## src/design/xoshiro256_plus_generator_unit_macros.svh

```systemverilog
// Assertion helpers used by the generator control module.
`ifndef XOSHIRO256_PLUS_GENERATOR_UNIT_MACROS_SVH
`define XOSHIRO256_PLUS_GENERATOR_UNIT_MACROS_SVH

// Same-cycle implication, disabled while in reset.
`define XPG_ASSERT_IMPL(name, clk, rst_n, ante, cons) \
  name: assert property (@(posedge clk) disable iff (!rst_n) (ante) |-> (cons)) \
    else $error("xpg assertion failed");

// Next-cycle implication, disabled while in reset.
`define XPG_ASSERT_NEXT(name, clk, rst_n, ante, cons) \
  name: assert property (@(posedge clk) disable iff (!rst_n) (ante) |=> (cons)) \
    else $error("xpg assertion failed");

`endif

```

## src/design/xpg_pkg.sv

```systemverilog
package xpg_pkg;

  localparam int unsigned WORD_W   = 64;
  localparam int unsigned HALF_W   = 32;
  localparam int unsigned FRAC_W   = 52;
  localparam int unsigned FRAC_SH  = 12;
  localparam int unsigned NUM_WORDS = 4;
  localparam int unsigned IDX_W    = 2;
  localparam int unsigned OUT_DATA_W = 120;  // 64 + 52, padded to bytes

  // splitmix64 constants
  localparam logic [WORD_W-1:0] MIX_GAMMA = 64'h9E37_79B9_7F4A_7C15;
  localparam logic [WORD_W-1:0] MIX_MUL_A = 64'hBF58_476D_1CE4_E5B9;
  localparam logic [WORD_W-1:0] MIX_MUL_B = 64'h94D0_49BB_1331_11EB;

  // Input kind carried in tuser
  localparam logic MODE_DRAW = 1'b0;
  localparam logic MODE_SEED = 1'b1;

  // Datapath operations
  typedef enum logic [2:0] {
    OP_NONE,
    OP_DRAW,       // emit s0 + s3, advance state
    OP_LOAD_SEED,  // acc <= seed
    OP_ADD_XOR30,  // acc += gamma; z = acc ^ (acc >> 30)
    OP_MUL,        // one partial product of z * const
    OP_XOR27,      // z = r ^ (r >> 27)
    OP_STORE       // word[idx] = r ^ (r >> 31)
  } op_e;

  typedef struct packed {
    op_e              op;
    logic             mul_sel_b;  // 0: MIX_MUL_A, 1: MIX_MUL_B
    logic [1:0]       mul_phase;  // 0: lo*lo, 1: lo*hi, 2: hi*lo
    logic [IDX_W-1:0] word_idx;
  } cmd_t;

endpackage

```

## src/design/xpg_datapath.sv

```systemverilog
module xpg_datapath
  import xpg_pkg::*;
(
  input  logic                  clk_i,
  input  logic                  rst_ni,
  input  cmd_t                  cmd_i,
  input  logic [WORD_W-1:0]     seed_i,
  output logic [OUT_DATA_W-1:0] out_data_o
);

  logic [WORD_W-1:0] words_q [NUM_WORDS];
  logic [WORD_W-1:0] acc_q, acc_d;
  logic [WORD_W-1:0] z_q, z_d;
  logic [WORD_W-1:0] r_q, r_d;
  logic [WORD_W-1:0] sum_q;

  logic [WORD_W-1:0] sum_now;
  logic [WORD_W-1:0] acc_inc;
  logic [HALF_W-1:0] mul_a, mul_b;
  logic [WORD_W-1:0] mul_p;
  logic [WORD_W-1:0] mul_k;
  logic [WORD_W-1:0] t17, w0x, w1x, w2x, w3x;

  // xoshiro256 update terms
  assign sum_now = words_q[0] + words_q[3];
  assign t17     = words_q[1] << 17;
  assign w2x     = words_q[2] ^ words_q[0];
  assign w3x     = words_q[3] ^ words_q[1];
  assign w1x     = words_q[1] ^ w2x;
  assign w0x     = words_q[0] ^ w3x;

  // Shared 32x32 multiplier for the splitmix64 products
  assign mul_k = cmd_i.mul_sel_b ? MIX_MUL_B : MIX_MUL_A;
  assign mul_a = (cmd_i.mul_phase == 2'd2) ? z_q[WORD_W-1:HALF_W] : z_q[HALF_W-1:0];
  assign mul_b = (cmd_i.mul_phase == 2'd1) ? mul_k[WORD_W-1:HALF_W] : mul_k[HALF_W-1:0];
  assign mul_p = WORD_W'(mul_a) * WORD_W'(mul_b);

  assign acc_inc = acc_q + MIX_GAMMA;

  // Seeding registers next values
  always_comb begin
    acc_d = acc_q;
    z_d   = z_q;
    r_d   = r_q;
    case (cmd_i.op)
      OP_LOAD_SEED: acc_d = seed_i;
      OP_ADD_XOR30: begin
        acc_d = acc_inc;
        z_d   = acc_inc ^ (acc_inc >> 30);
      end
      OP_MUL: begin
        if (cmd_i.mul_phase == 2'd0) begin
          r_d = mul_p;
        end else begin
          r_d = r_q + {mul_p[HALF_W-1:0], {HALF_W{1'b0}}};
        end
      end
      OP_XOR27: z_d = r_q ^ (r_q >> 27);
      default: ;
    endcase
  end

  // Accumulator starts at zero so the reset pass seeds with zero
  always_ff @(posedge clk_i or negedge rst_ni) begin
    if (!rst_ni) begin
      acc_q <= '0;
    end else begin
      acc_q <= acc_d;
    end
  end

  always_ff @(posedge clk_i) begin
    z_q <= z_d;
    r_q <= r_d;
  end

  // State words and output word
  always_ff @(posedge clk_i) begin
    if (cmd_i.op == OP_DRAW) begin
      sum_q      <= sum_now;
      words_q[0] <= w0x;
      words_q[1] <= w1x;
      words_q[2] <= w2x ^ t17;
      words_q[3] <= {w3x[WORD_W-46:0], w3x[WORD_W-1:WORD_W-45]};
    end else if (cmd_i.op == OP_STORE) begin
      words_q[cmd_i.word_idx] <= r_q ^ (r_q >> 31);
    end
  end

  // tdata: random_word [63:0], unit_fraction [115:64], zero pad
  assign out_data_o = {{(OUT_DATA_W - WORD_W - FRAC_W){1'b0}},
                       sum_q[WORD_W-1:FRAC_SH], sum_q};

endmodule

```

## src/design/xpg_ctrl.sv

```systemverilog
`include "xoshiro256_plus_generator_unit_macros.svh"

module xpg_ctrl
  import xpg_pkg::*;
(
  input  logic clk_i,
  input  logic rst_ni,
  input  logic in_valid_i,
  input  logic in_mode_i,
  output logic in_ready_o,
  output logic out_valid_o,
  input  logic out_ready_i,
  output cmd_t cmd_o
);

  localparam logic ST_IDLE = 1'b0;
  localparam logic ST_SEED = 1'b1;

  // Steps of one splitmix64 output
  localparam logic [3:0] STEP_ADD   = 4'd0;
  localparam logic [3:0] STEP_MA0   = 4'd1;
  localparam logic [3:0] STEP_MA1   = 4'd2;
  localparam logic [3:0] STEP_MA2   = 4'd3;
  localparam logic [3:0] STEP_X27   = 4'd4;
  localparam logic [3:0] STEP_MB0   = 4'd5;
  localparam logic [3:0] STEP_MB1   = 4'd6;
  localparam logic [3:0] STEP_MB2   = 4'd7;
  localparam logic [3:0] STEP_STORE = 4'd8;

  localparam logic [IDX_W-1:0] LAST_WORD = IDX_W'(NUM_WORDS - 1);

  logic             state_q, state_d;
  logic [3:0]       step_q, step_d;
  logic [IDX_W-1:0] word_q, word_d;
  logic             out_valid_q, out_valid_d;
  logic             in_fire, draw_fire, seed_fire;
  logic             seed_done;

  assign in_ready_o  = (state_q == ST_IDLE) && (!out_valid_q || out_ready_i);
  assign in_fire     = in_valid_i && in_ready_o;
  assign draw_fire   = in_fire && (in_mode_i == MODE_DRAW);
  assign seed_fire   = in_fire && (in_mode_i == MODE_SEED);
  assign seed_done   = (state_q == ST_SEED) && (step_q == STEP_STORE) && (word_q == LAST_WORD);
  assign out_valid_o = out_valid_q;

  // Sequencer next state
  always_comb begin
    state_d = state_q;
    step_d  = step_q;
    word_d  = word_q;
    if (state_q == ST_IDLE) begin
      if (seed_fire) begin
        state_d = ST_SEED;
        step_d  = STEP_ADD;
        word_d  = '0;
      end
    end else if (step_q == STEP_STORE) begin
      step_d = STEP_ADD;
      word_d = word_q + 1'b1;
      if (word_q == LAST_WORD) begin
        state_d = ST_IDLE;
      end
    end else begin
      step_d = step_q + 4'd1;
    end
  end

  // Output beat valid
  always_comb begin
    out_valid_d = out_valid_q;
    if (draw_fire) begin
      out_valid_d = 1'b1;
    end else if (out_ready_i) begin
      out_valid_d = 1'b0;
    end
  end

  // Command decode
  always_comb begin
    cmd_o           = '0;
    cmd_o.op        = OP_NONE;
    cmd_o.word_idx  = word_q;
    if (state_q == ST_IDLE) begin
      if (draw_fire) begin
        cmd_o.op = OP_DRAW;
      end else if (seed_fire) begin
        cmd_o.op = OP_LOAD_SEED;
      end
    end else begin
      case (step_q)
        STEP_ADD:   cmd_o.op = OP_ADD_XOR30;
        STEP_MA0: begin
          cmd_o.op = OP_MUL;
          cmd_o.mul_phase = 2'd0;
        end
        STEP_MA1: begin
          cmd_o.op = OP_MUL;
          cmd_o.mul_phase = 2'd1;
        end
        STEP_MA2: begin
          cmd_o.op = OP_MUL;
          cmd_o.mul_phase = 2'd2;
        end
        STEP_X27:   cmd_o.op = OP_XOR27;
        STEP_MB0: begin
          cmd_o.op = OP_MUL;
          cmd_o.mul_sel_b = 1'b1;
          cmd_o.mul_phase = 2'd0;
        end
        STEP_MB1: begin
          cmd_o.op = OP_MUL;
          cmd_o.mul_sel_b = 1'b1;
          cmd_o.mul_phase = 2'd1;
        end
        STEP_MB2: begin
          cmd_o.op = OP_MUL;
          cmd_o.mul_sel_b = 1'b1;
          cmd_o.mul_phase = 2'd2;
        end
        STEP_STORE: cmd_o.op = OP_STORE;
        default:    cmd_o.op = OP_NONE;
      endcase
    end
  end

  // Reset runs a seeding pass from zero
  always_ff @(posedge clk_i or negedge rst_ni) begin
    if (!rst_ni) begin
      state_q     <= ST_SEED;
      step_q      <= STEP_ADD;
      word_q      <= '0;
      out_valid_q <= 1'b0;
    end else begin
      state_q     <= state_d;
      step_q      <= step_d;
      word_q      <= word_d;
      out_valid_q <= out_valid_d;
    end
  end

  `XPG_ASSERT_IMPL(a_no_accept_while_seeding, clk_i, rst_ni, state_q == ST_SEED, !in_ready_o)
  `XPG_ASSERT_NEXT(a_draw_gives_beat, clk_i, rst_ni, draw_fire, out_valid_q)
  `XPG_ASSERT_NEXT(a_seed_ends_idle, clk_i, rst_ni, seed_done, state_q == ST_IDLE)
  `XPG_ASSERT_IMPL(a_step_in_range, clk_i, rst_ni, state_q == ST_SEED, step_q <= STEP_STORE)

endmodule

```

## src/design/xoshiro256_plus_generator_unit.sv

```systemverilog
// xoshiro256+ random generator with splitmix64 seeding. Each input beat is a
// draw (tuser 0) or a reseed (tuser 1, seed in tdata). A draw's result beat
// appears in the cycle after the draw is taken; draws stream at one per
// cycle while the output side keeps up. A reseed produces no output beat and
// holds tready low after it is taken while it builds four splitmix64 outputs,
// each of 9 steps, with each 64-bit product built from three passes through
// one shared 32x32 multiplier. After reset the same pass runs with seed zero
// before the first beat is accepted.
module xoshiro256_plus_generator_unit
  import xpg_pkg::*;
(
  input  logic                  clk_i,
  input  logic                  rst_ni,
  input  logic                  s_axis_tvalid,
  output logic                  s_axis_tready,
  input  logic [WORD_W-1:0]     s_axis_tdata,   // [63:0] seed_value
  input  logic                  s_axis_tuser,   // [0] mode
  output logic                  m_axis_tvalid,
  input  logic                  m_axis_tready,
  output logic [OUT_DATA_W-1:0] m_axis_tdata    // [63:0] random_word, [115:64] unit_fraction
);

  cmd_t cmd;

  xpg_ctrl u_ctrl (
    .clk_i       (clk_i),
    .rst_ni      (rst_ni),
    .in_valid_i  (s_axis_tvalid),
    .in_mode_i   (s_axis_tuser),
    .in_ready_o  (s_axis_tready),
    .out_valid_o (m_axis_tvalid),
    .out_ready_i (m_axis_tready),
    .cmd_o       (cmd)
  );

  xpg_datapath u_datapath (
    .clk_i      (clk_i),
    .rst_ni     (rst_ni),
    .cmd_i      (cmd),
    .seed_i     (s_axis_tdata),
    .out_data_o (m_axis_tdata)
  );

endmodule

```

## config.mk

```make
export PLATFORM = sky130hd
export DESIGN_NAME = xoshiro256_plus_generator_unit
export DESIGN_NICKNAME = d
export VERILOG_FILES = /design/src/design/xpg_pkg.sv /design/src/design/xpg_datapath.sv /design/src/design/xpg_ctrl.sv /design/src/design/xoshiro256_plus_generator_unit.sv
export VERILOG_INCLUDE_DIRS = /design/src /design/src/design
export SDC_FILE = /design/constraint.sdc
export NUM_CORES = 2
export LEC_CHECK = 0
export BUFFER_PORTS_ARGS = -buffer_cell sky130_fd_sc_hd__buf_2
export CORE_ASPECT_RATIO = 0.8
export CORE_MARGIN = 1.5
export CORE_UTILIZATION = 55
export CTS_CLUSTER_SIZE = 25
export DETAILED_ROUTE_END_ITERATION = 10
export PLACE_DENSITY = 0.83
export SETUP_SLACK_MARGIN = 0.15
export SLEW_MARGIN = 0
export SYNTH_ARGS = -nofsm -noshare
export SYNTH_HDL_FRONTEND = slang
export SYNTH_SLANG_ARGS = --single-unit
```

## constraint.sdc

```tcl
create_clock -name clk_i -period 13 [get_ports clk_i]
set_clock_uncertainty 0.2 [all_clocks]
set_input_delay 1.95 -clock clk_i [delete_from_list [all_inputs] [get_ports clk_i]]
set_output_delay 1.95 -clock clk_i [all_outputs]
set_load 0.005 [all_outputs]
```

# Word level (Yosys, flattened, before mapping)

Memories as Yosys holds them, arrays and structs flattened.
Index checks and enable logic that the tools add are counted.

Add/subtract/negate cells: 5
Multipliers: 1
Eq/ne operators: 18
Muxes and demuxes: 33
Bitwise operators: 10
Reductions and logical operators: 18

Operator list:

| cell                                          | number |
|---|---|
| XOR 64 bit                                    | 5 |
| one-hot mux 64 bit (2 select lines)           | 2 |
| adder 64 bit                                  | 2 |
| two-way mux 64 bit                            | 2 |
| adder 64 bit, second input constant           | 1 |
| multiplier 32 x 32 -> 64 bit                  | 1 |
| two-way mux 32 bit                            | 2 |
| OR reduction 64 bit                           | 1 |
| XOR 64 x 33 -> 64 bit                         | 1 |
| XOR 64 x 34 -> 64 bit                         | 1 |
| XOR 64 x 37 -> 64 bit                         | 1 |
| two-way mux 62 bit                            | 1 |
| == test 4 x 3 -> 1 bit, second input constant | 4 |
| two-way mux 1 bit                             | 13 |
| two-way mux 4 bit                             | 3 |
| one-hot mux 3 bit (4 select lines)            | 1 |
| two-way mux 2 bit                             | 5 |
| == test 3 bit, second input constant          | 3 |
| two-way mux 3 bit                             | 3 |
| == test 4 x 2 -> 1 bit, second input constant | 2 |
| nonzero test 2 bit                            | 4 |
| == test 3 x 2 -> 1 bit, second input constant | 2 |
| OR reduction 6 bit                            | 1 |
| adder 4 x 1 -> 4 bit, second input constant   | 1 |
| 17 further kinds                              | 23 |

Register bits: 264
Memory bits (writable): 256
Bits of input ports: 69
Output and inout port bits: 122
Logic and storage cells: 94
Memories kept: 1

Memory list:

| memory             | depth | bits a word | read ports | clocked after memory_dff | write ports | line               | RTL |
|---|---|---|---|---|---|---|---|
| u_datapath.words_q | 4     | 64          | 4          | 0                        | 4           | xpg_datapath.sv:11 | `logic [WORD_W-1:0] words_q [NUM_WORDS];` |

# Longest topological paths before layout

Depth in word-level cells: 14
Depth in mapped cells: 43

# By module

Synthesis repeated with hierarchy kept, for this count alone.

Cells, all modules: 6162
Area, all modules: 61544.0 sq um

Modules (own cells, without submodules):

| module       | instances | cells an instance | area an instance (sq um) | seq. area each (sq um) |
|---|---|---|---|---|
| xpg_datapath | 1         | 6106              | 60978.5                  | 15054.4 |
| xpg_ctrl     | 1         | 56                | 565.5                    | 201.4 |

# Worst setup path before layout

No wires, ideal clock.

Path kind: register -> register
Start: reg u_ctrl.state_q
End: reg u_datapath.r_q[59] (data pin)
Setup time: 270 ps
Data arrival time: 9753 ps
Data required time: 12530 ps
Setup slack: 2776 ps
Stages on the path, launching flop included: 40
Buffers on the path: 4
Clock period less this slack: 10224 ps
Cell sequence: dfstp_2 > inv_1 > nor2_1 > and3b_1 > clkbuf_1 > buf_2 > buf_2 > mux2i_1 > clkbuf_1 > inv_1 > nand2_1 > fa_1 > inv_1 > fa_1 > inv_1 > fa_1 > fa_1 > inv_1 > [4 not listed] > fa_1 > fa_1 > ha_1 > nand2_1 > o21ai_0 > a21oi_1 > o31ai_1 > xor2_1 > ha_1 > nand4_1 > or2_2 > or2_2 > o21ai_0 > o21ai_0 > o21ai_0 > a31oi_1 > xor2_1 > mux2i_1

Word-level cells in the longest chain between the ends: 6

Ends and longest elaborated chain:

| element                               | line                                   | RTL |
|---|---|---|
| start, declared                       | xpg_ctrl.sv:32                         | `logic state_q, state_d;` |
| start signal, assigned                | xpg_ctrl.sv:134                        | `state_q <= state_d;` |
| two-way mux 3 bit *                   | xpg_ctrl.sv:83                         | `if (state_q == ST_IDLE) begin` |
| == test 2 bit (tied with other cells) | xpg_datapath.sv:34                     | `assign mul_a = (cmd_i.mul_phase == 2'd2) ? z_q[WORD_W-1:HALF_W] : z_q[HALF_W-1:0];` |
| two-way mux 32 bit (on tied branches) | xpg_datapath.sv:34, xpg_datapath.sv:35 |  |
| multiplier 32 x 32 -> 64 bit          | xpg_datapath.sv:36                     | `assign mul_p = WORD_W'(mul_a) * WORD_W'(mul_b);` |
| adder 64 bit                          | xpg_datapath.sv:55                     | `r_d = r_q + {mul_p[HALF_W-1:0], {HALF_W{1'b0}}};` |
| two-way mux 64 bit *                  | xpg_datapath.sv:52                     | `if (cmd_i.mul_phase == 2'd0) begin` |
| end signal, assigned                  | xpg_datapath.sv:74                     | `r_q <= r_d;` |
| end, declared                         | xpg_datapath.sv:14                     | `logic [WORD_W-1:0] r_q, r_d;` |

Mark *: on every way between the ends. The rest lies on a longest branch, timed or not.
A chain may end at the register's enable or synchronous reset.

# Worst setup path after layout

Same ends and word-level chain as after synthesis.

==> flow_summary.html <==
<table>
<tr><th>Metric</th><th>Value</th></tr>
<tr><th colspan="2">Clock tree</th></tr>
<tr><td># Post-CTS Setup Buffers</td><td>0</td></tr>
<tr><td>Number of buffers added by the clock tree synthesis step</td><td>46</td></tr>
<tr><td>CTS tree</td><td>built</td></tr>
<tr><td>Skew-Pair Late Insertion Delay</td><td>a little over 0.6 ns</td></tr>
<tr><td>Maximum clock path buffer count</td><td>3</td></tr>
<tr><td>CTS Hold Buffers Added</td><td>0</td></tr>
<tr><td>CTS root buffer</td><td>sky130_fd_sc_hd__clkbuf_16</td></tr>
<tr><td>Sink count of the clock tree</td><td>520</td></tr>
<tr><td># resized after CTS</td><td>0</td></tr>
<tr><td>Maximum level of the CTS H-tree</td><td>2</td></tr>
<tr><td>Clk pin slew, worst setup/hold paths</td><td>0.07 ns</td></tr>
<tr><th colspan="2">Routing</th></tr>
<tr><td>Final antenna-violating net count</td><td>0</td></tr>
<tr><td>Count of routing violations after the opening detailed-route iteration</td><td>6435</td></tr>
<tr><td>Routed wire length per instance</td><td>25.27 um</td></tr>
<tr><td>Routed wire length</td><td>between 150000 and 200000 um</td></tr>
<tr><td>Number of detailed-route iterations in the first pass</td><td>9</td></tr>
<tr><td>Via density</td><td>6.114</td></tr>
<tr><td>Vias</td><td>47320</td></tr>
<tr><td>Remaining DRCs</td><td>0</td></tr>
<tr><th colspan="2">STA</th></tr>
<tr><td>Fin. max-slew vios</td><td>0</td></tr>
<tr><td>Highest clock rate</td><td>80.60 MHz</td></tr>
<tr><td>Count of endpoints failing hold in the final timing report</td><td>0</td></tr>
<tr><td>Portion of the clock cycle consumed by the worst path in the final layout</td><td>0.9544</td></tr>
<tr><td>Post-Route Hold Slack</td><td>0.3437 ns</td></tr>
<tr><td>Setup repair after global routing missed its margin</td><td>false</td></tr>
<tr><td>Transition at the pin with the smallest max-transition slack</td><td>approximately 1.2 ns</td></tr>
<tr><td>Final count of negative-setup-slack endpoints</td><td>0</td></tr>
<tr><td>Final TNS setup</td><td>0 ns</td></tr>
<tr><td>Relative slew slack</td><td>0.2119</td></tr>
<tr><td>Final period demand of the worst path</td><td>~12 ns</td></tr>
<tr><td>Slack of the critical path</td><td>0.5923 ns</td></tr>
<tr><th colspan="2">Layout</th></tr>
<tr><td>Fillers</td><td>slightly above 9000</td></tr>
<tr><td>Register cell area after layout</td><td>0.01526 sq mm</td></tr>
<tr><td>Commonest cells after routing, fill and taps aside</td><td>966 x sky130_fd_sc_hd__inv_1, 824 x sky130_fd_sc_hd__fa_1, 638 x sky130_fd_sc_hd__nor2_1</td></tr>
<tr><td>Fin nets</td><td>7593</td></tr>
<tr><td>Fraction of layout cells with a size suffix above 1</td><td>0.06847</td></tr>
<tr><td>Most common library cell in the layout ignoring fill and taps</td><td>sky130_fd_sc_hd__inv_1</td></tr>
<tr><td>Layout overhead on the synthesized area</td><td>5.956%</td></tr>
<tr><td>Post-layout instance area</td><td>roughly 0.065 sq mm</td></tr>
<tr><td>Multi-input logic area</td><td>0.04107 sq mm</td></tr>
<tr><th colspan="2">Synthesis</th></tr>
<tr><td>Yosys warnings</td><td>0</td></tr>
<tr><td>Dominant register cell in the synthesized netlist</td><td>sky130_fd_sc_hd__edfxtp_1</td></tr>
<tr><td>Gate Count Post-Synth</td><td>a little over 6000</td></tr>
<tr><td>Number of synthesized register bits</td><td>520</td></tr>
<tr><td>Synth Cell Area</td><td>~0.061 sq mm</td></tr>
<tr><td>Mapped Avg Cell Area</td><td>slightly below 10 sq um</td></tr>
<tr><td>Proportion of register bits with asynchronous set or reset after synthesis</td><td>0.1385</td></tr>
<tr><td>EDFF count, synth</td><td>448</td></tr>
<tr><td>Sequential element share of the synthesized area</td><td>0.2496</td></tr>
<tr><td>Distinct cell type count after synthesis</td><td>96</td></tr>
<tr><th colspan="2">Die</th></tr>
<tr><td>Die Span X</td><td>375.7 um</td></tr>
<tr><td>Initial Util</td><td>0.5540</td></tr>
<tr><td>Floorplan die area</td><td>approximately 0.11 sq mm</td></tr>
<tr><td>I/O pin total</td><td>191</td></tr>
<tr><td>Floorplan Core Area</td><td>0.1103 sq mm</td></tr>
<tr><td>Floorplan row count</td><td>about 110</td></tr>
<tr><td>Die Height</td><td>301.2 um</td></tr>
<tr><th colspan="2">Job</th></tr>
<tr><td>Max-cap violation count</td><td>0</td></tr>
<tr><th colspan="2">Critical path</th></tr>
<tr><td>Most common cell on crit path</td><td>sky130_fd_sc_hd__fa_1</td></tr>
<tr><td>Critical path arrival</td><td>12.54 ns</td></tr>
<tr><td>Worst Setup Path Type</td><td>flop to flop</td></tr>
<tr><td>Startpoint type of the worst setup path</td><td>flop</td></tr>
<tr><td>Worst-case reg-to-reg path depth</td><td>33</td></tr>
<tr><td>Worst path max stage delay</td><td>0.86 ns</td></tr>
<tr><td>Req. time, crit path</td><td>13.14 ns</td></tr>
<tr><td>Sort of element at the end of the critical path</td><td>flop</td></tr>
<tr><td>Worst-path cell with the longest stage delay</td><td>sky130_fd_sc_hd__ha_1</td></tr>
<tr><td>Crit-path max FO</td><td>17</td></tr>
<tr><th colspan="2">Global routing</th></tr>
<tr><td>Global-route congestion overflow total</td><td>0</td></tr>
<tr><td>Via count of the first global-routing pass</td><td>46560</td></tr>
<tr><td>Antenna violations before repair</td><td>5</td></tr>
<tr><td>Pin count of the biggest net entering global routing</td><td>93</td></tr>
<tr><td>Wire length of the first global-routing pass</td><td>291800 um</td></tr>
<tr><td>GRT Total Usage</td><td>0.3467</td></tr>
<tr><th colspan="2">Placed design</th></tr>
<tr><td>Worst setup timing slack at the placement stage</td><td>approximately 0.50 ns</td></tr>
<tr><td>Placer Congestion</td><td>1.119</td></tr>
<tr><td>HPWL reported at the end of detailed placement</td><td>159400 um</td></tr>
<tr><td>Port Buffer Count</td><td>~190</td></tr>
<tr><td>Placed instance area</td><td>0.06332 sq mm</td></tr>
<tr><th colspan="2">Run status</th></tr>
<tr><td>Run status</td><td>finished, final reports clean</td></tr>
<tr><th colspan="2">Worst hold path</th></tr>
<tr><td>Type of the worst min-delay path</td><td>flop to flop</td></tr>
<tr><td>Worst hold path cell count</td><td>1</td></tr>
</table>
[cell families after synthesis]
logic type,after synthesis,share of synthesized area
other cells,1,0.00006135
fa+ha+maj,1264,0.3599
flops,520,0.2496
buf+inv,1255,0.08060
xor+xnor,624,0.08965
mux,58,0.009763
simple gates,1460,0.1090
compound gates,1042,0.1015
[registers in the layout, indices dropped and copies added (netlist names)]
signal / count
u_datapath.words_q: 256
u_datapath.r_q: 64
u_ctrl.word_q: 2
u_ctrl.state_q: 1
u_ctrl.out_valid_o: 1
u_ctrl.step_q: 4
u_datapath.z_q: 64
u_datapath.sum_q: 64
u_datapath.acc_q: 64
[path summary, 6_finish.rpt]
kind                                                   from                                to  slack, ns
setup reg to reg                   u_ctrl.state_q$_DFF_PN1_      u_datapath.r_q[59]$_DFFE_PN_       0.59
setup / recovery                   u_ctrl.state_q$_DFF_PN1_      u_datapath.r_q[59]$_DFFE_PN_       0.59
max in group asynchronous                            rst_ni  u_datapath.acc_q[15]$_DFFE_PN0P_      10.64
hold reg to reg            u_datapath.acc_q[50]$_DFFE_PN0P_  u_datapath.acc_q[50]$_DFFE_PN0P_       0.34
hold / removal             u_datapath.acc_q[50]$_DFFE_PN0P_  u_datapath.acc_q[50]$_DFFE_PN0P_       0.34
min in group asynchronous                            rst_ni  u_datapath.acc_q[27]$_DFFE_PN0P_       1.27
[final cells by class]
| cell class | instances | area share |
|---|---|---|
| repair buffers | 266 | 0.02368 |
| diodes | 1 | 0.00003864 |
| flip-flops and latches | 520 | 0.2355 |
| inverters | 974 | 0.05645 |
| clock buffers | 61 | 0.01968 |
| well taps | 1443 | 0.02788 |
| multi-input cells | 4452 | 0.6341 |
| clock inverters | 22 | 0.002608 |
[metal layers]
metal / track usage / up-vias / part of all wire / routed length [um]
met5: 0 / - / 0.00032 / 62
met4: 0.1300 / 10 / 0.048 / 9312
met3: 0.1307 / 484 / 0.16 / 30660
met2: 0.4909 / 3380 / 0.41 / 80410
met1: 0.4837 / 23240 / 0.38 / 75110
li1: - / 20200 / - / -
[Yosys cell counts (56+ instances only)]
| library cell | count | area share |
|---|---|---|
| sky130_fd_sc_hd__fa_1 | 824 | 0.27 |
| sky130_fd_sc_hd__edfxtp_1 | 448 | 0.22 |
| sky130_fd_sc_hd__ha_1 | 440 | 0.090 |
| sky130_fd_sc_hd__o21ai_0 | 264 | 0.022 |
| sky130_fd_sc_hd__nand2_1 | 344 | 0.021 |
| sky130_fd_sc_hd__nand3_1 | 59 | 0.0048 |
| sky130_fd_sc_hd__and2_1 | 101 | 0.010 |
| sky130_fd_sc_hd__nor2_1 | 641 | 0.039 |
| sky130_fd_sc_hd__inv_1 | 967 | 0.059 |
| sky130_fd_sc_hd__xor2_1 | 294 | 0.042 |
| sky130_fd_sc_hd__buf_4 | 56 | 0.0069 |
| sky130_fd_sc_hd__a21o_1 | 109 | 0.013 |
| sky130_fd_sc_hd__xnor2_1 | 328 | 0.047 |
| sky130_fd_sc_hd__a21oi_1 | 424 | 0.035 |
| sky130_fd_sc_hd__dfrtp_1 | 71 | 0.029 |
| sky130_fd_sc_hd__nand2b_1 | 78 | 0.0080 |
| sky130_fd_sc_hd__clkbuf_1 | 209 | 0.013 |
[critical path, delay by kind of cell, from the launching register on]
family                   cells  cell delay, ns
flip-flops                   1            0.65
adder cells (fa/ha/maj)     11            5.27
AND/OR/NAND/NOR              9            3.10
AO/OA/AOI/OAI                6            2.26
XOR/XNOR                     2            0.33
buffers and inverters        4            0.24
multiplexers                 1            0.09
[metrics by stage]
stage          instances    util
2_1_floorplan       6227       -
3_3_place_gp        7655  0.5739
3_5_place_dp        7655  0.5739
4_1_cts             7738  0.5870
5_1_grt             7738  0.5870
6_report            7739  0.5870
Power is left out: the tool's default activity adds up to more than one toggle a clock period on the data nets, which glitch-free logic cannot reach.
